### src/rtl/core/tnon_pkg.sv
// ----------------------------------------------------------------------------
// tnon_pkg
// types, byte codes and reply tables of the telnet option negotiator
// ----------------------------------------------------------------------------
`default_nettype none

package tnon_pkg;

	localparam int SUB_CAPACITY_DEF = 64;
	localparam int QDEPTH           = 4;

	// request codes
	localparam logic [1:0] REQ_RX     = 2'd0;
	localparam logic [1:0] REQ_TX     = 2'd1;
	localparam logic [1:0] REQ_SIZE   = 2'd2;
	localparam logic [1:0] REQ_UNUSED = 2'd3;

	// telnet command bytes
	localparam logic [7:0] B_IAC  = 8'd255;
	localparam logic [7:0] B_DONT = 8'd254;
	localparam logic [7:0] B_DO   = 8'd253;
	localparam logic [7:0] B_WONT = 8'd252;
	localparam logic [7:0] B_WILL = 8'd251;
	localparam logic [7:0] B_SB   = 8'd250;
	localparam logic [7:0] B_SE   = 8'd240;
	localparam logic [7:0] B_NUL  = 8'd0;

	// option codes
	localparam logic [7:0] OPTION_ECHO  = 8'd1;
	localparam logic [7:0] OPTION_SGA   = 8'd3;
	localparam logic [7:0] OPTION_TTYPE = 8'd24;
	localparam logic [7:0] OPTION_NAWS  = 8'd31;
	localparam logic [7:0] SUBCMD_SEND  = 8'd1;
	localparam logic [7:0] SUBCMD_IS    = 8'd0;
	localparam logic [7:0] NO_OPTION    = 8'd255;

	localparam logic [7:0] RL_MAGIC = 8'hff;
	localparam logic [7:0] RL_S     = "s";

	localparam logic [7:0] CLIENT_ID [8] = '{"s", "y", "n", "c", "t", "e", "r", "m"};

	localparam logic DEST_APP  = 1'b0;
	localparam logic DEST_LINK = 1'b1;

	localparam logic [15:0] COLS_RST = 16'd80;
	localparam logic [15:0] ROWS_RST = 16'd25;

	typedef enum logic [2:0] {
		PS_DATA,
		PS_IAC,
		PS_WILL,
		PS_WONT,
		PS_DO,
		PS_DONT,
		PS_SB,
		PS_SB_IAC
	} ps_t;

	typedef enum logic [2:0] {
		JK_DATA,
		JK_ESC,
		JK_CMD,
		JK_NAWS,
		JK_RPT_TN,
		JK_RPT_RL,
		JK_TTYPE
	} job_kind_t;

	typedef struct packed {
		logic [1:0]  req_type;
		logic [7:0]  data_byte;
		logic [15:0] new_cols;
		logic [15:0] new_rows;
	} req_t;

	typedef struct packed {
		logic [7:0] out_byte;
		logic       out_dest;
		logic       last_of_run;
	} rsp_t;

	typedef struct packed {
		job_kind_t   kind;
		logic [7:0]  opt;
		logic [7:0]  cmd;
		logic        dest;
		logic [15:0] cols;
		logic [15:0] rows;
	} job_t;

	typedef struct packed {
		logic full;
		logic empty;
	} q_stat_t;

	function automatic logic [3:0] job_len(job_kind_t kind);
		logic [3:0] n;
		case (kind)
			JK_DATA:   n = 4'd1;
			JK_ESC:    n = 4'd2;
			JK_CMD:    n = 4'd3;
			JK_NAWS:   n = 4'd12;
			JK_RPT_TN: n = 4'd9;
			JK_RPT_RL: n = 4'd12;
			JK_TTYPE:  n = 4'd14;
			default:   n = 4'd1;
		endcase
		return n;
	endfunction

	function automatic logic [7:0] tn_report_byte(logic [15:0] cols, logic [15:0] rows,
			logic [3:0] k);
		logic [7:0] b;
		case (k)
			4'd0:    b = B_IAC;
			4'd1:    b = B_SB;
			4'd2:    b = OPTION_NAWS;
			4'd3:    b = cols[15:8];
			4'd4:    b = cols[7:0];
			4'd5:    b = rows[15:8];
			4'd6:    b = rows[7:0];
			4'd7:    b = B_IAC;
			4'd8:    b = B_SE;
			default: b = B_SE;
		endcase
		return b;
	endfunction

	function automatic logic [7:0] job_byte(job_t j, logic [3:0] idx);
		logic [7:0] b;
		logic [3:0] k;
		k = 4'd0;
		case (j.kind)
			JK_DATA: b = j.opt;
			JK_ESC:  b = B_IAC;
			JK_CMD: begin
				case (idx)
					4'd0:    b = B_IAC;
					4'd1:    b = j.cmd;
					default: b = j.opt;
				endcase
			end
			JK_NAWS: begin
				k = idx - 4'd3;
				case (idx)
					4'd0:    b = B_IAC;
					4'd1:    b = B_WILL;
					4'd2:    b = OPTION_NAWS;
					default: b = tn_report_byte(j.cols, j.rows, k);
				endcase
			end
			JK_RPT_TN: b = tn_report_byte(j.cols, j.rows, idx);
			JK_RPT_RL: begin
				case (idx)
					4'd0, 4'd1: b = RL_MAGIC;
					4'd2, 4'd3: b = RL_S;
					4'd4:       b = j.rows[15:8];
					4'd5:       b = j.rows[7:0];
					4'd6:       b = j.cols[15:8];
					4'd7:       b = j.cols[7:0];
					default:    b = B_NUL;
				endcase
			end
			JK_TTYPE: begin
				k = idx - 4'd4;
				case (idx)
					4'd0:    b = B_IAC;
					4'd1:    b = B_SB;
					4'd2:    b = OPTION_TTYPE;
					4'd3:    b = SUBCMD_IS;
					4'd12:   b = B_IAC;
					4'd13:   b = B_SE;
					default: b = CLIENT_ID[k[2:0]];
				endcase
			end
			default: b = B_NUL;
		endcase
		return b;
	endfunction

endpackage

`default_nettype wire

### src/rtl/core/tnon_front.sv
// ----------------------------------------------------------------------------
// tnon_front
// accepts requests, runs the iac parser and turns requests into jobs where due
// ----------------------------------------------------------------------------
`default_nettype none

module tnon_front #(
	parameter int SUB_CAPACITY = tnon_pkg::SUB_CAPACITY_DEF
) (
	input  wire logic           clk,
	input  wire logic           arst_n,
	input  wire logic           accept,
	input  wire tnon_pkg::req_t req,
	input  wire logic           cfg_we,
	input  wire logic           cfg_wdata,
	output tnon_pkg::job_t      job,
	output logic                job_push
);

	localparam int CNT_W = $clog2(SUB_CAPACITY + 1);

	tnon_pkg::ps_t ps_q, ps_n;
	logic [7:0]       sub_option_q, sub_option_n;
	logic [7:0]       sub_first_q, sub_first_n;
	logic [CNT_W-1:0] sub_count_q, sub_count_n;
	logic             rlogin_acked_q, rlogin_acked_n;
	logic             naws_on_q, naws_on_n;
	logic [15:0]      cols_q, cols_n;
	logic [15:0]      rows_q, rows_n;
	logic             mode_q;
	logic             has_job;
	logic [7:0]       b;

	assign b        = req.data_byte;
	assign job_push = accept && has_job;

	always_ff @(posedge clk or negedge arst_n) begin
		if (!arst_n) begin
			ps_q           <= tnon_pkg::PS_DATA;
			sub_option_q   <= tnon_pkg::NO_OPTION;
			sub_first_q    <= '0;
			sub_count_q    <= '0;
			rlogin_acked_q <= 1'b0;
			naws_on_q      <= 1'b0;
			cols_q         <= tnon_pkg::COLS_RST;
			rows_q         <= tnon_pkg::ROWS_RST;
			mode_q         <= 1'b0;
		end else begin
			if (accept) begin
				ps_q           <= ps_n;
				sub_option_q   <= sub_option_n;
				sub_first_q    <= sub_first_n;
				sub_count_q    <= sub_count_n;
				rlogin_acked_q <= rlogin_acked_n;
				naws_on_q      <= naws_on_n;
				cols_q         <= cols_n;
				rows_q         <= rows_n;
			end
			if (cfg_we) begin
				mode_q <= cfg_wdata;
			end
		end
	end

	always_comb begin
		ps_n           = ps_q;
		sub_option_n   = sub_option_q;
		sub_first_n    = sub_first_q;
		sub_count_n    = sub_count_q;
		rlogin_acked_n = rlogin_acked_q;
		naws_on_n      = naws_on_q;
		cols_n         = cols_q;
		rows_n         = rows_q;
		has_job        = 1'b0;
		job.kind       = tnon_pkg::JK_DATA;
		job.opt        = b;
		job.cmd        = tnon_pkg::B_WONT;
		job.dest       = tnon_pkg::DEST_APP;
		job.cols       = cols_q;
		job.rows       = rows_q;

		case (req.req_type)
			tnon_pkg::REQ_RX: begin
				if (mode_q) begin
					rlogin_acked_n = 1'b1;
					has_job        = rlogin_acked_q || (b != tnon_pkg::B_NUL);
				end else begin
					case (ps_q)
						tnon_pkg::PS_DATA: begin
							if (b == tnon_pkg::B_IAC) begin
								ps_n = tnon_pkg::PS_IAC;
							end else begin
								has_job = 1'b1;
							end
						end
						tnon_pkg::PS_IAC: begin
							ps_n = tnon_pkg::PS_DATA;
							if (b == tnon_pkg::B_IAC) begin
								has_job = 1'b1;
							end else if (b == tnon_pkg::B_WILL) begin
								ps_n = tnon_pkg::PS_WILL;
							end else if (b == tnon_pkg::B_WONT) begin
								ps_n = tnon_pkg::PS_WONT;
							end else if (b == tnon_pkg::B_DO) begin
								ps_n = tnon_pkg::PS_DO;
							end else if (b == tnon_pkg::B_DONT) begin
								ps_n = tnon_pkg::PS_DONT;
							end else if (b == tnon_pkg::B_SB) begin
								ps_n         = tnon_pkg::PS_SB;
								sub_option_n = tnon_pkg::NO_OPTION;
								sub_count_n  = '0;
							end
						end
						tnon_pkg::PS_WILL: begin
							ps_n     = tnon_pkg::PS_DATA;
							has_job  = 1'b1;
							job.kind = tnon_pkg::JK_CMD;
							job.dest = tnon_pkg::DEST_LINK;
							job.cmd  = (b == tnon_pkg::OPTION_ECHO ||
								b == tnon_pkg::OPTION_SGA) ?
								tnon_pkg::B_DO : tnon_pkg::B_DONT;
						end
						tnon_pkg::PS_DO: begin
							ps_n     = tnon_pkg::PS_DATA;
							has_job  = 1'b1;
							job.kind = tnon_pkg::JK_CMD;
							job.dest = tnon_pkg::DEST_LINK;
							if (b == tnon_pkg::OPTION_NAWS) begin
								naws_on_n = 1'b1;
								job.kind  = tnon_pkg::JK_NAWS;
							end else if (b == tnon_pkg::OPTION_SGA ||
									b == tnon_pkg::OPTION_TTYPE) begin
								job.cmd = tnon_pkg::B_WILL;
							end else begin
								job.cmd = tnon_pkg::B_WONT;
							end
						end
						tnon_pkg::PS_SB: begin
							if (b == tnon_pkg::B_IAC) begin
								ps_n = tnon_pkg::PS_SB_IAC;
							end else if (sub_option_q == tnon_pkg::NO_OPTION) begin
								sub_option_n = b;
							end else if (sub_count_q < CNT_W'(SUB_CAPACITY)) begin
								if (sub_count_q == '0) begin
									sub_first_n = b;
								end
								sub_count_n = sub_count_q + 1'b1;
							end
						end
						tnon_pkg::PS_SB_IAC: begin
							ps_n = tnon_pkg::PS_DATA;
							if (b == tnon_pkg::B_SE) begin
								if (sub_option_q == tnon_pkg::OPTION_TTYPE &&
										sub_count_q != '0 &&
										sub_first_q == tnon_pkg::SUBCMD_SEND) begin
									has_job  = 1'b1;
									job.kind = tnon_pkg::JK_TTYPE;
									job.dest = tnon_pkg::DEST_LINK;
								end
							end else if (b == tnon_pkg::B_IAC) begin
								ps_n = tnon_pkg::PS_SB;
								if (sub_count_q < CNT_W'(SUB_CAPACITY)) begin
									if (sub_count_q == '0) begin
										sub_first_n = b;
									end
									sub_count_n = sub_count_q + 1'b1;
								end
							end
						end
						default: begin
							ps_n = tnon_pkg::PS_DATA;
						end
					endcase
				end
			end
			tnon_pkg::REQ_TX: begin
				has_job  = 1'b1;
				job.dest = tnon_pkg::DEST_LINK;
				if (!mode_q && b == tnon_pkg::B_IAC) begin
					job.kind = tnon_pkg::JK_ESC;
				end
			end
			tnon_pkg::REQ_SIZE: begin
				cols_n   = req.new_cols;
				rows_n   = req.new_rows;
				job.cols = req.new_cols;
				job.rows = req.new_rows;
				job.dest = tnon_pkg::DEST_LINK;
				has_job  = naws_on_q || mode_q;
				job.kind = mode_q ? tnon_pkg::JK_RPT_RL : tnon_pkg::JK_RPT_TN;
			end
			default: begin
				has_job = 1'b0;
			end
		endcase
	end

endmodule

`default_nettype wire

### src/rtl/core/tnon_jobq.sv
// ----------------------------------------------------------------------------
// tnon_jobq
// short job queue between the parser front and the byte emitter
// ----------------------------------------------------------------------------
`default_nettype none

module tnon_jobq (
	input  wire logic           clk,
	input  wire logic           arst_n,
	input  wire logic           wr,
	input  wire tnon_pkg::job_t wr_job,
	input  wire logic           rd,
	output tnon_pkg::job_t      head,
	output tnon_pkg::q_stat_t   stat
);

	localparam int PW = $clog2(tnon_pkg::QDEPTH);
	localparam int CW = $clog2(tnon_pkg::QDEPTH + 1);

	tnon_pkg::job_t entry_q [tnon_pkg::QDEPTH];
	logic [PW-1:0] wr_ptr_q;
	logic [PW-1:0] rd_ptr_q;
	logic [CW-1:0] count_q;
	logic          do_wr;
	logic          do_rd;

	assign stat.full  = (count_q == CW'(tnon_pkg::QDEPTH));
	assign stat.empty = (count_q == '0);
	assign do_wr      = wr && !stat.full;
	assign do_rd      = rd && !stat.empty;
	assign head       = entry_q[rd_ptr_q];

	always_ff @(posedge clk) begin
		if (do_wr) begin
			entry_q[wr_ptr_q] <= wr_job;
		end
	end

	always_ff @(posedge clk or negedge arst_n) begin
		if (!arst_n) begin
			wr_ptr_q <= '0;
			rd_ptr_q <= '0;
			count_q  <= '0;
		end else begin
			if (do_wr) begin
				wr_ptr_q <= (wr_ptr_q == PW'(tnon_pkg::QDEPTH - 1)) ? '0 : wr_ptr_q + 1'b1;
			end
			if (do_rd) begin
				rd_ptr_q <= (rd_ptr_q == PW'(tnon_pkg::QDEPTH - 1)) ? '0 : rd_ptr_q + 1'b1;
			end
			case ({do_wr, do_rd})
				2'b10:   count_q <= count_q + 1'b1;
				2'b01:   count_q <= count_q - 1'b1;
				default: count_q <= count_q;
			endcase
		end
	end

endmodule

`default_nettype wire

### src/rtl/core/tnon_back.sv
// ----------------------------------------------------------------------------
// tnon_back
// expands queued jobs into result bytes in the output reg, one per cycle if free
// ----------------------------------------------------------------------------
`default_nettype none

module tnon_back (
	input  wire logic              clk,
	input  wire logic              arst_n,
	input  wire tnon_pkg::job_t    head,
	input  wire tnon_pkg::q_stat_t q_stat,
	output logic                   q_rd,
	input  wire logic              pop,
	output logic                   empty,
	output tnon_pkg::rsp_t         rsp
);

	logic [3:0]     idx_q;
	logic           out_valid_q;
	tnon_pkg::rsp_t rsp_q;
	logic           advance;
	logic           take;
	logic           last;

	assign advance = !out_valid_q || pop;
	assign take    = advance && !q_stat.empty;
	assign last    = (idx_q == 4'(tnon_pkg::job_len(head.kind) - 4'd1));
	assign q_rd    = take && last;
	assign empty   = !out_valid_q;
	assign rsp     = rsp_q;

	always_ff @(posedge clk) begin
		if (take) begin
			rsp_q.out_byte    <= tnon_pkg::job_byte(head, idx_q);
			rsp_q.out_dest    <= head.dest;
			rsp_q.last_of_run <= last;
		end
	end

	always_ff @(posedge clk or negedge arst_n) begin
		if (!arst_n) begin
			idx_q       <= '0;
			out_valid_q <= 1'b0;
		end else begin
			if (take) begin
				idx_q       <= last ? 4'd0 : idx_q + 4'd1;
				out_valid_q <= 1'b1;
			end else if (pop) begin
				out_valid_q <= 1'b0;
			end
		end
	end

endmodule

`default_nettype wire

### src/rtl/core/telnet_option_negotiator.sv
// ----------------------------------------------------------------------------
// telnet_option_negotiator
// telnet client iac deframer, option replies and window size reports
//
//   channel   signals                    transaction when
//   request   push, full, req            push && !full
//   result    empty, pop, rsp            pop && !empty
//   config    cfg_we, cfg_wdata          cfg_we
//
// one request per cycle is accepted while the job queue has room
// the emitter sends one result byte per cycle while the output register is
// free or popped; a request with n results holds the emitter until all n
// are sent (up to 14 for the terminal type reply); the first result passes
// through the job queue and then the output register; no clearing pass after
// reset; full and empty depend only on queue and output register occupancy
// ----------------------------------------------------------------------------
`default_nettype none

module telnet_option_negotiator #(
	parameter int SUB_CAPACITY = tnon_pkg::SUB_CAPACITY_DEF
) (
	input  wire logic           clk,
	input  wire logic           arst_n,
	input  wire logic           push,
	output logic                full,
	input  wire tnon_pkg::req_t req,
	output logic                empty,
	input  wire logic           pop,
	output tnon_pkg::rsp_t      rsp,
	input  wire logic           cfg_we,
	input  wire logic           cfg_wdata
);

	tnon_pkg::job_t    job;
	tnon_pkg::job_t    head;
	tnon_pkg::q_stat_t q_stat;
	logic              job_push;
	logic              q_rd;
	logic              accept;

	assign full   = q_stat.full;
	assign accept = push && !q_stat.full;

	tnon_front #(
		.SUB_CAPACITY(SUB_CAPACITY)
	) u_front (
		.clk      (clk),
		.arst_n   (arst_n),
		.accept   (accept),
		.req      (req),
		.cfg_we   (cfg_we),
		.cfg_wdata(cfg_wdata),
		.job      (job),
		.job_push (job_push)
	);

	tnon_jobq u_jobq (
		.clk   (clk),
		.arst_n(arst_n),
		.wr    (job_push),
		.wr_job(job),
		.rd    (q_rd),
		.head  (head),
		.stat  (q_stat)
	);

	tnon_back u_back (
		.clk   (clk),
		.arst_n(arst_n),
		.head  (head),
		.q_stat(q_stat),
		.q_rd  (q_rd),
		.pop   (pop),
		.empty (empty),
		.rsp   (rsp)
	);

endmodule

`default_nettype wire

### config.mk
export PLATFORM = sky130hd
export DESIGN_NAME = telnet_option_negotiator
export DESIGN_NICKNAME = d
export VERILOG_FILES = /design/src/rtl/core/tnon_pkg.sv /design/src/rtl/core/tnon_front.sv /design/src/rtl/core/tnon_jobq.sv /design/src/rtl/core/tnon_back.sv /design/src/rtl/core/telnet_option_negotiator.sv
export SDC_FILE = /design/constraint.sdc
export NUM_CORES = 1
export LEC_CHECK = 0
export BUFFER_PORTS_ARGS = -buffer_cell sky130_fd_sc_hd__clkbuf_2
export CORE_UTILIZATION = 40
export DETAILED_ROUTE_END_ITERATION = 12
export GPL_TIMING_DRIVEN = 1
export HOLD_SLACK_MARGIN = 0.05
export SYNTH_ARGS = -nofsm -noshare
export SYNTH_HDL_FRONTEND = slang
export SYNTH_SLANG_ARGS = --single-unit
### constraint.sdc
create_clock -name clk -period 4.74 [get_ports clk]
set_clock_uncertainty 0.1 [all_clocks]
set_input_delay 0.948 -clock clk [delete_from_list [all_inputs] [get_ports clk]]
set_output_delay 0.948 -clock clk [all_outputs]
set_load 0.1 [all_outputs]
After elaboration in Yosys (flattened, before gate mapping). Memory sizes are Yosys's and may differ from the RTL's. Cells that the tools add are included.

Magnitude comparators: 2. $add $sub $neg: 9. Reduce and logical (&&, ||, !) cells: 47. Equal/unequal tests: 62. Bitwise operators: 2. Multiplexer cells: 81.

Operator list (count): $pmux W8 S7 (3); $mux W8 (18); $mux W7 (11); $eq A8 B8 Y1 const B (8); $pmux W8 S2 (4); $pmux W8 S6 (1); $mux W3 (14); $pmux W8 S5 (1); $eq A4 B3 Y1 const B (8); $mux W32 (1); $eq A8 B5 Y1 const B (3); $pmux W8 S3 (1); $eq A3 B3 Y1 const B (7); $pmux W7 S3 (1); $pmux W4 S5 (1); $pmux W3 S3 (2); $eq A4 B2 Y1 const B (4); $eq A8 B1 Y1 const B (2); $ne A2 B2 Y1 const B (8); $reduce_or A2 Y1 (8); $reduce_and A14 Y1 (1); $mux W1 (12); $pmux W3 S4 (1); $reduce_and A12 Y1 (1); 43 further kinds (82).

RAM bits: 208. Memories: 2. Logic and storage cells: 222. Input bits: 48. Register bits: 83. Output and inout port bits: 12. ROM bits: 64.

Memory list: u_jobq.entry_q (words 4, bits a word 52, read ports 1, clocked after Yosys merged registers in 0, wr ports 1, line tnon_jobq.sv:20) `tnon_pkg::job_t entry_q [tnon_pkg::QDEPTH];`; (no name shown) (words 8, bits a word 8, read ports 1, clocked after Yosys merged registers in 0, wr ports 0, line tnon_pkg.sv:173) `default: b = CLIENT_ID[k[2:0]];`.

Depth between registers and ports, before layout. Gate-level depths: netlist (run 1).

Depth in word-level cells: 12. Depth in mapped cells: 19. Mapped depth without buffers: 16.

Modules after synthesis. Synthesis (run 1) repeated with hierarchy kept, for this count alone.

Cells, all modules: 979. Area, all modules: 14203.6 um2.

By module, submodules not included: tnon_jobq (sequential area each 6421.2 um2, cells an instance 312, instances 1, area an instance 8020.2 um2); tnon_front (sequential area each 1542.7 um2, cells an instance 326, instances 1, area an instance 3704.8 um2); tnon_back (sequential area each 425.4 um2, cells an instance 340, instances 1, area an instance 2464.9 um2); telnet_option_negotiator (sequential area each 0.0 um2, cells an instance 1, instances 1, area an instance 13.8 um2).

Worst setup path after synthesis (run 1). Ideal clock, no wire load.

Path kind: register to register. Start: register u_jobq.rd_ptr_q[0]. End: register u_jobq.count_q[2]. Stages on the path, launching flop included: 18. Buffers on the path: 3. Setup slack: 0.576 ns. Period minus slack after synthesis: 4.164 ns. Setup time: 0.079 ns. Data required time: 4.561 ns. Arrival time: 3.985 ns. Cell sequence: dfrtp_1 -> buf_4 -> mux4_2 -> buf_2 -> buf_1 -> o21a_1 -> ha_1 -> xnor2_1 -> or3_1 -> a211oi_1 -> nor3_1 -> nor3_2 -> ha_1 -> inv_1 -> fa_1 -> xor2_1 -> nor2_1 -> xor2_1.

Word-level cells in the longest chain between the ends: 10. Elaborated cells between the ends (all ways): 17. Those cells by class: add/sub (1); eq/ne (9); mux (2); reduce/logical (4); memory (1).

Ends and longest elaborated chain: start: declaration (line tnon_jobq.sv:22) `logic [PW-1:0] rd_ptr_q;`; start signal: assignment (line tnon_jobq.sv:49) `rd_ptr_q <= (rd_ptr_q == PW'(tnon_pkg::QDEPTH - 1)) ? '0 : rd_ptr_q + 1'b1;`; $mem_v2 Z4 W52 (*); $eq A3 B2 Y1 / $eq A3 B3 Y1 (equally long branches) (line tnon_pkg.sv:98) `case (kind)`; $reduce_or A2 Y1 (no source line); $pmux W4 S5 (*) (line tnon_pkg.sv:98); $sub A4 B1 Y4 (*) (line tnon_back.sv:27) `assign last = (idx_q == 4'(tnon_pkg::job_len(head.kind) - 4'd1));`; $eq A4 B4 Y1 (*) (line tnon_back.sv:27); $logic_and A1 B1 Y1 (*) (line tnon_back.sv:28) `assign q_rd = take && last;`; $logic_and A1 B1 Y1 (*) (line tnon_jobq.sv:30) `assign do_rd = rd && !stat.empty;`; via u_jobq.do_rd (line tnon_jobq.sv:25) `logic do_rd;`; $eq A2 B1 Y1 / $eq A2 B2 Y1 (equally long branches) (line tnon_jobq.sv:51) `case ({do_wr, do_rd})`; $pmux W3 S2 / $reduce_bool A2 Y1 (equally long branches); end signal: assignment (line tnon_jobq.sv:52) `2'b10: count_q <= count_q + 1'b1;`; end signal: assignment (line tnon_jobq.sv:53) `2'b01: count_q <= count_q - 1'b1;`; end signal: assignment (line tnon_jobq.sv:54) `default: count_q <= count_q;`; end: declaration (line tnon_jobq.sv:23) `logic [CW-1:0] count_q;`.

The timed path passes the listed nets; every way through them passes the cells marked *. A chain may end at the register's enable or synchronous reset.

Worst setup path after layout (run 1). Same ends and word-level chain as after synthesis.

==> flow_summary.yaml, run 1 <==
global_routing:
  grt_pass1_wl_mm: 49.5
  grt_usage_pct: 19.2
  grt_pass1_vias: 8460
  total_congestion_overflow: 0
  grt_start_max_net_pins: 74
  grt_antenna_before_repair: 0
critical_path:
  critical-path-slowest-cell: "sky130_fd_sc_hd__mux4_2"
  cp_num_buf_inv: 2
  worstSetupPathType: "register to register"
  crit_arrival_ns: 4.60
  timing.critical_path.required_ns: 5.09
  cp-start-kind: "register"
  cpPeakStageDelay_ns: 0.63
  worstSetupEndpointType: "register"
  timing.critical_path.fanout_max: 12
  crit_chain: "mux4_2 -> buf_4 -> nand3b_1 -> nand2_1 -> ha_1 -> xnor2_1 -> or3_1 -> a211oi_1 -> nor3_1 -> nor3_2 -> ha_1 -> inv_1 -> fa_1 -> xor2_1 -> nor2_1 -> xor2_1"
  critPathTopFamily: "simple AND/OR/NAND/NOR gates"
synthesis:
  synth_cell_types: 80
  total_standard_cell_area_after_synthesis_sq_um: 13200
  synth_warnings: 0
  yosys_register_bits: 271
  yosys.cell_count.top_type: "sky130_fd_sc_hd__edfxtp_1"
  postSynth.topFlopCell: "sky130_fd_sc_hd__edfxtp_1"
  ys_top_cells_by_count: "sky130_fd_sc_hd__edfxtp_1 (198), sky130_fd_sc_hd__mux2_2 (83), sky130_fd_sc_hd__nand2_1 (64)"
  synth_sequential_area_ratio_pct: 59.2
  synth_top_cells_by_area: "sky130_fd_sc_hd__edfxtp_1 (45%), sky130_fd_sc_hd__dfrtp_1 (11%), sky130_fd_sc_hd__mux2_2 (7.1%), sky130_fd_sc_hd__mux4_2 (6.5%), sky130_fd_sc_hd__dfstp_2 (2.6%)"
  post-synth-top-area-cell: "sky130_fd_sc_hd__edfxtp_1"
  synth.avg_cell_area_sq_um: 13.5
  postSynthNetCount: 1045
  netlist_instances: 976
  synth.top_cell.area_share_pct: 45.2
  number_of_synthesized_flops_with_an_enable_pin: 198
  async_reset_ff_share_pct: 26.9
timing:
  grt_setup_unrepaired: "no"
  timing.slew.headroom_pct: 31.1
  final_setup_fails: 0
  fin_worst_hold_slack_ns: 0.381
  totalNegativeSetupSlack_ns: 0
  timing.final.max_slew_violations: 0
  finalWorstPathRequiredPeriod_ns: 4.24
  tightest_slew_ns: 1.03
  max_clock_freq_ghz: 0.236
  hold_viol_final: 0
  finalCritPeriodShare_pct: 89.5
cts:
  cts_inserted_buffers: 29
  postCtsHoldBufs: 0
  cts-resized-gates: 0
  cts.reportedPaths.clkPinSlew_ns: 0.06
  clock_h_tree_levels: 1
  tritoncts: "done"
  clk-insertion-delay-late_ns: 0.54
  cts_root_buffer: "sky130_fd_sc_hd__clkbuf_16"
  cts_num_sinks: 271
  max-clock-path-buffers: 3
  post_cts.repair.setup_buffers: 0
cells_and_area:
  antenna_fix_cells: 0
  layout.cells.non_filler: 1498
  flow.area_growth_from_synthesis_pct: 14.0
  nets: 1103
  ratio_of_cells_with_drive_above_1_in_the_final_layout_pct: 27.1
placed_design:
  dp.final_hpwl_mm: 21.4
  placed_cells: 1445
  place.port_buffers: 59
  place_congestion: 1.02
power_and_ir_drop:
  post-layout-total-power_mw: 9.45
  vdd_drop_max_uv: 338
  power.leakage_nw: 5.35
  powerDensity_nw_per_um2: 630
drt:
  drt_initial_violations: 861
  routed_wire_length_per_instance_um: 21.2
  drt_pass1_iterations: 7
  ant_nets: 0
  viasPerCell: 5.71
  route.final.wire_length_mm: 31.8
  drc: 0
  total_number_of_vias: 8555
floorplanning:
  core-area_sq_um: 32500
  total_die_area_sq_um: 33600
  initial_core_utilization_pct: 40.6
  fp-row-count: 66
  io_pins: 60
  die_width_um: 183
  fp.dieH_um: 183
flow_run:
  maxCapViolations: 0
run_status:
  run_status: "finished clean"
worst_hold_path:
  hp-class: "register to register"
==> final timing paths <==
check | start | cells after the start | slack, ns | end
max | u_jobq.rd_ptr_q[0]$_DFFE_PN0P_ | 16 | 0.50 | u_jobq.count_q[2]$_DFFE_PN0P_
min | u_front.naws_on_q$_DFFE_PN0P_ | 1 | 0.38 | u_front.naws_on_q$_DFFE_PN0P_
max reg2reg | u_jobq.rd_ptr_q[0]$_DFFE_PN0P_ | 16 | 0.50 | u_jobq.count_q[2]$_DFFE_PN0P_
min reg2reg | u_front.naws_on_q$_DFFE_PN0P_ | 1 | 0.38 | u_front.naws_on_q$_DFFE_PN0P_
max in group asynchronous | arst_n | 1 | 3.31 | u_jobq.rd_ptr_q[0]$_DFFE_PN0P_
min in group asynchronous | arst_n | 1 | 0.47 | u_jobq.count_q[2]$_DFFE_PN0P_
==> placed cells by master, fill, tap and decap left out, drive strengths merged, types with 20 or more instances in the layout <==
cell    count
nand2      64
edfxtp    198
buf        25
ha         20
a21oi      29
nand3      23
mux4       38
dfrtp      60
o21ai      47
nor2       42
clkbuf    101
mux2       85
nor3       26
inv        35
==> layer usage <==
layer	share of wire [%]	up-vias	track usage [%]	wire [um]
met2	47	300	30.9	14800
met4	2.5	0	5.47	797
met5	0	-	0	0
li1	-	3911	-	-
met3	6.0	63	2.36	1920
met1	45	4281	27.3	14200
==> metrics by stage <==
step                cell area (sq um)  utilization (%)  worst slack, ns
floorplan                       13200                -            0.576
global route                    15000             46.2            0.181
CTS                             15000             46.2            0.484
global placement                14000             43.1            0.575
finish                          15000             46.2            0.496
detailed placement              14000             43.1            0.475
==> flip-flops by register name (all words and copies together), names as in the netlist <==
register / cells
u_front.sub_option_q: 8
u_jobq.count_q: 3
u_front.naws_on_q: 1
u_front.rows_q: 16
u_jobq.wr_ptr_q: 2
u_back.out_valid_q: 1
u_front.sub_count_q: 7
u_front.cols_q: 16
u_back.idx_q: 4
u_front.rlogin_acked_q: 1
u_jobq.entry_q: 188
u_jobq.rd_ptr_q: 2
u_front.ps_q: 3
u_front.mode_q: 1
u_back.rsp: 10
u_front.sub_first_q: 8
==> layout make-up <==
class / count / area [sq um]
Clock inverter: 10 / 151
Inverter: 35 / 131
Clock buffer: 43 / 850
Multi-Input combinational cell: 614 / 5000
Timing Repair Buffer: 83 / 528
Fill cell: 2860 / 17500
Tap cell: 442 / 553
Sequential cell: 271 / 7790
==> report_power, final <==
group	internal, mW	total, mW	switching, mW
Clock	1.45	2.33	0.882
Sequential	3.08	3.34	0.252
Combinational	1.34	3.78	2.45
Total	5.87	9.45	3.58
==> cells by family after synthesis <==
| kind of cell | count (synthesis) | synth area share [%] |
|---|---|---|
| and+or+nand+nor | 254 | 10.3 |
| muxes | 141 | 15.2 |
| AOI/OAI and AO/OA | 189 | 9.78 |
| DFF | 271 | 59.2 |
| buffers and inverters | 91 | 2.93 |
| adders and majority gates | 21 | 2.05 |
| xor gates and xnor gates | 9 | 0.599 |
==> worst reg2reg max path: stages, from the launching register on <==
cell and delay [ns]:
sky130_fd_sc_hd__dfrtp_4 0.48, sky130_fd_sc_hd__mux4_2 0.63, sky130_fd_sc_hd__buf_4 0.22, sky130_fd_sc_hd__nand3b_1 0.18, sky130_fd_sc_hd__nand2_1 0.09, sky130_fd_sc_hd__ha_1 0.21, sky130_fd_sc_hd__xnor2_1 0.16, sky130_fd_sc_hd__or3_1 0.36
sky130_fd_sc_hd__a211oi_1 0.22, sky130_fd_sc_hd__nor3_1 0.12, sky130_fd_sc_hd__nor3_2 0.26, sky130_fd_sc_hd__ha_1 0.23, sky130_fd_sc_hd__inv_1 0.06, sky130_fd_sc_hd__fa_1 0.42, sky130_fd_sc_hd__xor2_1 0.15, sky130_fd_sc_hd__nor2_1 0.11
sky130_fd_sc_hd__xor2_1 0.15
Note: power is estimated with default switching activity, not from simulation.
==> run 2: changes to the inputs <==
--- a/config.mk
+++ b/config.mk
@@ -5,11 +5,13 @@
 export SDC_FILE = /design/constraint.sdc
 export NUM_CORES = 1
 export LEC_CHECK = 0
+export ABC_CLOCK_PERIOD_IN_PS = 4740
 export BUFFER_PORTS_ARGS = -buffer_cell sky130_fd_sc_hd__clkbuf_2
+export CORE_MARGIN = 5
 export CORE_UTILIZATION = 40
 export DETAILED_ROUTE_END_ITERATION = 12
 export GPL_TIMING_DRIVEN = 1
-export HOLD_SLACK_MARGIN = 0.05
+export HOLD_SLACK_MARGIN = 0.06
 export SYNTH_ARGS = -nofsm -noshare
 export SYNTH_HDL_FRONTEND = slang
 export SYNTH_SLANG_ARGS = --single-unit
==> run 2 against run 1 <==
  * Worst setup slack improved by 0.052 ns
  * Final area fell by 0.67%
  * First-iteration DRC count fell by 6.0%
  * Via count fell by 1.0%
  * Power fell by 2.2%
  * Flip-flop and latch count did not move
  * Register-to-register slack improved by 0.05 ns
  * Critical path depth did not move
  * Critical endpoint unchanged
==> flow_summary.yaml, run 2 (synthesized netlist as in run 1, its figures left out) <==
drt:
  drt_initial_violations: 809
  routed_wire_length_per_instance_um: 21.3
  route.met3.wl_mm: 1.62
  dr_wl_met2_mm: 14.9
  detail_route.wirelength.met1_mm: 14.6
  route.final.wire_length_mm: 31.8
  viasPerCell: 5.67
  ant_nets: 0
  total_number_of_vias: 8468
  drc: 0
  drt_pass1_iterations: 6
  topRoutingLayerUsed: "met4"
power_and_ir_drop:
  vdd_drop_max_uv: 230
  powerDensity_nw_per_um2: 620
  post-layout-total-power_mw: 9.25
  power.leakage_nw: 5.30
cts:
  tritoncts: "done"
  clock_h_tree_levels: 1
  clk-insertion-delay-late_ns: 0.54
  postCtsHoldBufs: 0
  cts-resized-gates: 0
  max-clock-path-buffers: 3
  cts_num_sinks: 271
  cts_root_buffer: "sky130_fd_sc_hd__clkbuf_16"
  post_cts.repair.setup_buffers: 0
  cts_inserted_buffers: 28
  cts.reportedPaths.clkPinSlew_ns: 0.06
timing:
  finalCritPeriodShare_pct: 88.4
  timing.final.max_slew_violations: 0
  finalWorstPathRequiredPeriod_ns: 4.19
  grt_setup_unrepaired: "no"
  tightest_slew_ns: 0.999
  timing.slew.headroom_pct: 33.1
  totalNegativeSetupSlack_ns: 0
  final_setup_fails: 0
  hold_viol_final: 0
  max_clock_freq_ghz: 0.239
cells_and_area:
  most-common-layout-cells: "sky130_fd_sc_hd__edfxtp_1 (198), sky130_fd_sc_hd__mux2_2 (83), sky130_fd_sc_hd__nand2_1 (64), sky130_fd_sc_hd__clkbuf_2 (58), sky130_fd_sc_hd__dfrtp_1 (58)"
  ratio_of_cells_with_drive_above_1_in_the_final_layout_pct: 26.3
  number_of_flip_flops_under_the_largest_register_name: 188
  largest_registers: "u_jobq.entry_q x188, u_front.cols_q x16, u_front.rows_q x16"
  antenna_fix_cells: 0
  post-route-cell-area_sq_um: 14900
  max_flop_register: "u_jobq.entry_q"
  layout_commonest_cell: "sky130_fd_sc_hd__edfxtp_1"
  finalCoreUtilization_pct: 45.8
  flow.area_growth_from_synthesis_pct: 13.2
  nets: 1099
placed_design:
  place_congestion: 0.965
  dp.final_hpwl_mm: 21.5
  placedInstanceArea_sq_um: 14000
  place.port_buffers: 59
critical_path:
  critical-path-slowest-cell: "sky130_fd_sc_hd__mux4_2"
  critPathTopFamily: "simple AND/OR/NAND/NOR gates"
  rr_endpoint: "u_jobq.count_q[2]$_DFFE_PN0P_"
  timing.critical_path.required_ns: 5.10
  cp-start-kind: "register"
  cp_num_buf_inv: 2
  worstSetupEndpointType: "register"
  cpPeakStageDelay_ns: 0.62
  crit_chain: "mux4_2 -> buf_4 -> nand3b_1 -> nand2_1 -> ha_1 -> xnor2_1 -> or3_1 -> a211oi_1 -> nor3_1 -> nor3_2 -> ha_1 -> inv_1 -> fa_1 -> xor2_1 -> nor2_1 -> xor2_1"
  rr_worst_depth: 16
  timing.critical_path.fanout_max: 12
  reg2reg_setup_slack_ns: 0.55
  r2r_start: "u_jobq.rd_ptr_q[0]$_DFFE_PN0P_"
  crit_arrival_ns: 4.55
  worstSetupPathType: "register to register"
floorplanning:
  total_die_area_sq_um: 36600
  fp.dieH_um: 191
  die_width_um: 191
  core-area_sq_um: 32500
  fp-row-count: 66
  initial_core_utilization_pct: 40.5
  io_pins: 60
flow_run:
  maxCapViolations: 0
global_routing:
  grt_usage_pct: 17.6
  total_congestion_overflow: 0
  grt_antenna_before_repair: 0
  grt_pass1_vias: 8587
  grt_start_max_net_pins: 48
  grt_pass1_wl_mm: 50.5
run_status:
  run_status: "finished clean"
worst_hold_path:
  hp-class: "primary input to async pin"
## run 2: worst register-to-register path, stage by stage (launching register included)
cell and delay, ns:
sky130_fd_sc_hd__dfrtp_4 0.46, sky130_fd_sc_hd__mux4_2 0.62, sky130_fd_sc_hd__buf_4 0.22, sky130_fd_sc_hd__nand3b_1 0.18
sky130_fd_sc_hd__nand2_1 0.08, sky130_fd_sc_hd__ha_1 0.20, sky130_fd_sc_hd__xnor2_1 0.17, sky130_fd_sc_hd__or3_1 0.35
sky130_fd_sc_hd__a211oi_1 0.22, sky130_fd_sc_hd__nor3_1 0.12, sky130_fd_sc_hd__nor3_2 0.27, sky130_fd_sc_hd__ha_1 0.24
sky130_fd_sc_hd__inv_1 0.07, sky130_fd_sc_hd__fa_1 0.43, sky130_fd_sc_hd__xor2_1 0.15, sky130_fd_sc_hd__nor2_1 0.11
sky130_fd_sc_hd__xor2_1 0.15
## run 2: power breakdown
| group | internal (mW) | switching [mW] | leakage [nW] |
|---|---|---|---|
| combinational | 1.32 | 2.42 | 2.19 |
| sequential | 3.08 | 0.228 | 2.65 |
| clock | 1.32 | 0.869 | 0.454 |
| total | 5.73 | 3.52 | 5.30 |
## run 2: final cells by class
| cell class | count | area [sq um] |
|---|---|---|
| Sequential cell | 271 | 7790 |
| Clock inverter | 19 | 183 |
| Clock buffer | 33 | 741 |
| Fill cell | 2957 | 17600 |
| Inverter | 35 | 131 |
| Multi-Input combinational cell | 614 | 5000 |
| Timing Repair Buffer | 80 | 505 |
| Tap cell | 442 | 553 |
## run 2: metrics by stage
step / setup slack (ns) / cells / hold WS [ns]
after floorplan: 0.576 / 976 / 0.337
after global placement: 0.638 / 1442 / 0.368
after detailed placement: 0.558 / 1442 / 0.362
after CTS: 0.545 / 1494 / 0.309
after global routing: 0.249 / 1494 / 0.334
final: 0.548 / 1494 / 0.295
## run 2: worst max path at each step
stage	start	end	slack, ns	cells past startpoint
finish	u_jobq.rd_ptr_q[0]$_DFFE_PN0P_	u_jobq.count_q[2]$_DFFE_PN0P_	0.55	16
global route	u_jobq.rd_ptr_q[0]$_DFFE_PN0P_	u_jobq.count_q[2]$_DFFE_PN0P_	0.25	16
CTS	u_jobq.rd_ptr_q[0]$_DFFE_PN0P_	u_jobq.count_q[2]$_DFFE_PN0P_	0.55	16
detailed placement	u_jobq.rd_ptr_q[0]$_DFFE_PN0P_	u_jobq.count_q[2]$_DFFE_PN0P_	0.56	16
global placement	u_jobq.rd_ptr_q[0]$_DFFE_PN0P_	u_jobq.count_q[2]$_DFFE_PN0P_	0.64	16
floorplan	u_jobq.rd_ptr_q[0]$_DFFE_PN0P_	u_jobq.count_q[2]$_DFFE_PN0P_	0.58	17
## run 2: routing by layer
| layer | track usage, % | vias up |
|---|---|---|
| met3 | 2.23 | 58 |
| met2 | 28.5 | 245 |
| met1 | 25.4 | 4249 |
| met4 | 3.95 | 0 |
| li1 | - | 3916 |
| met5 | 0 | - |
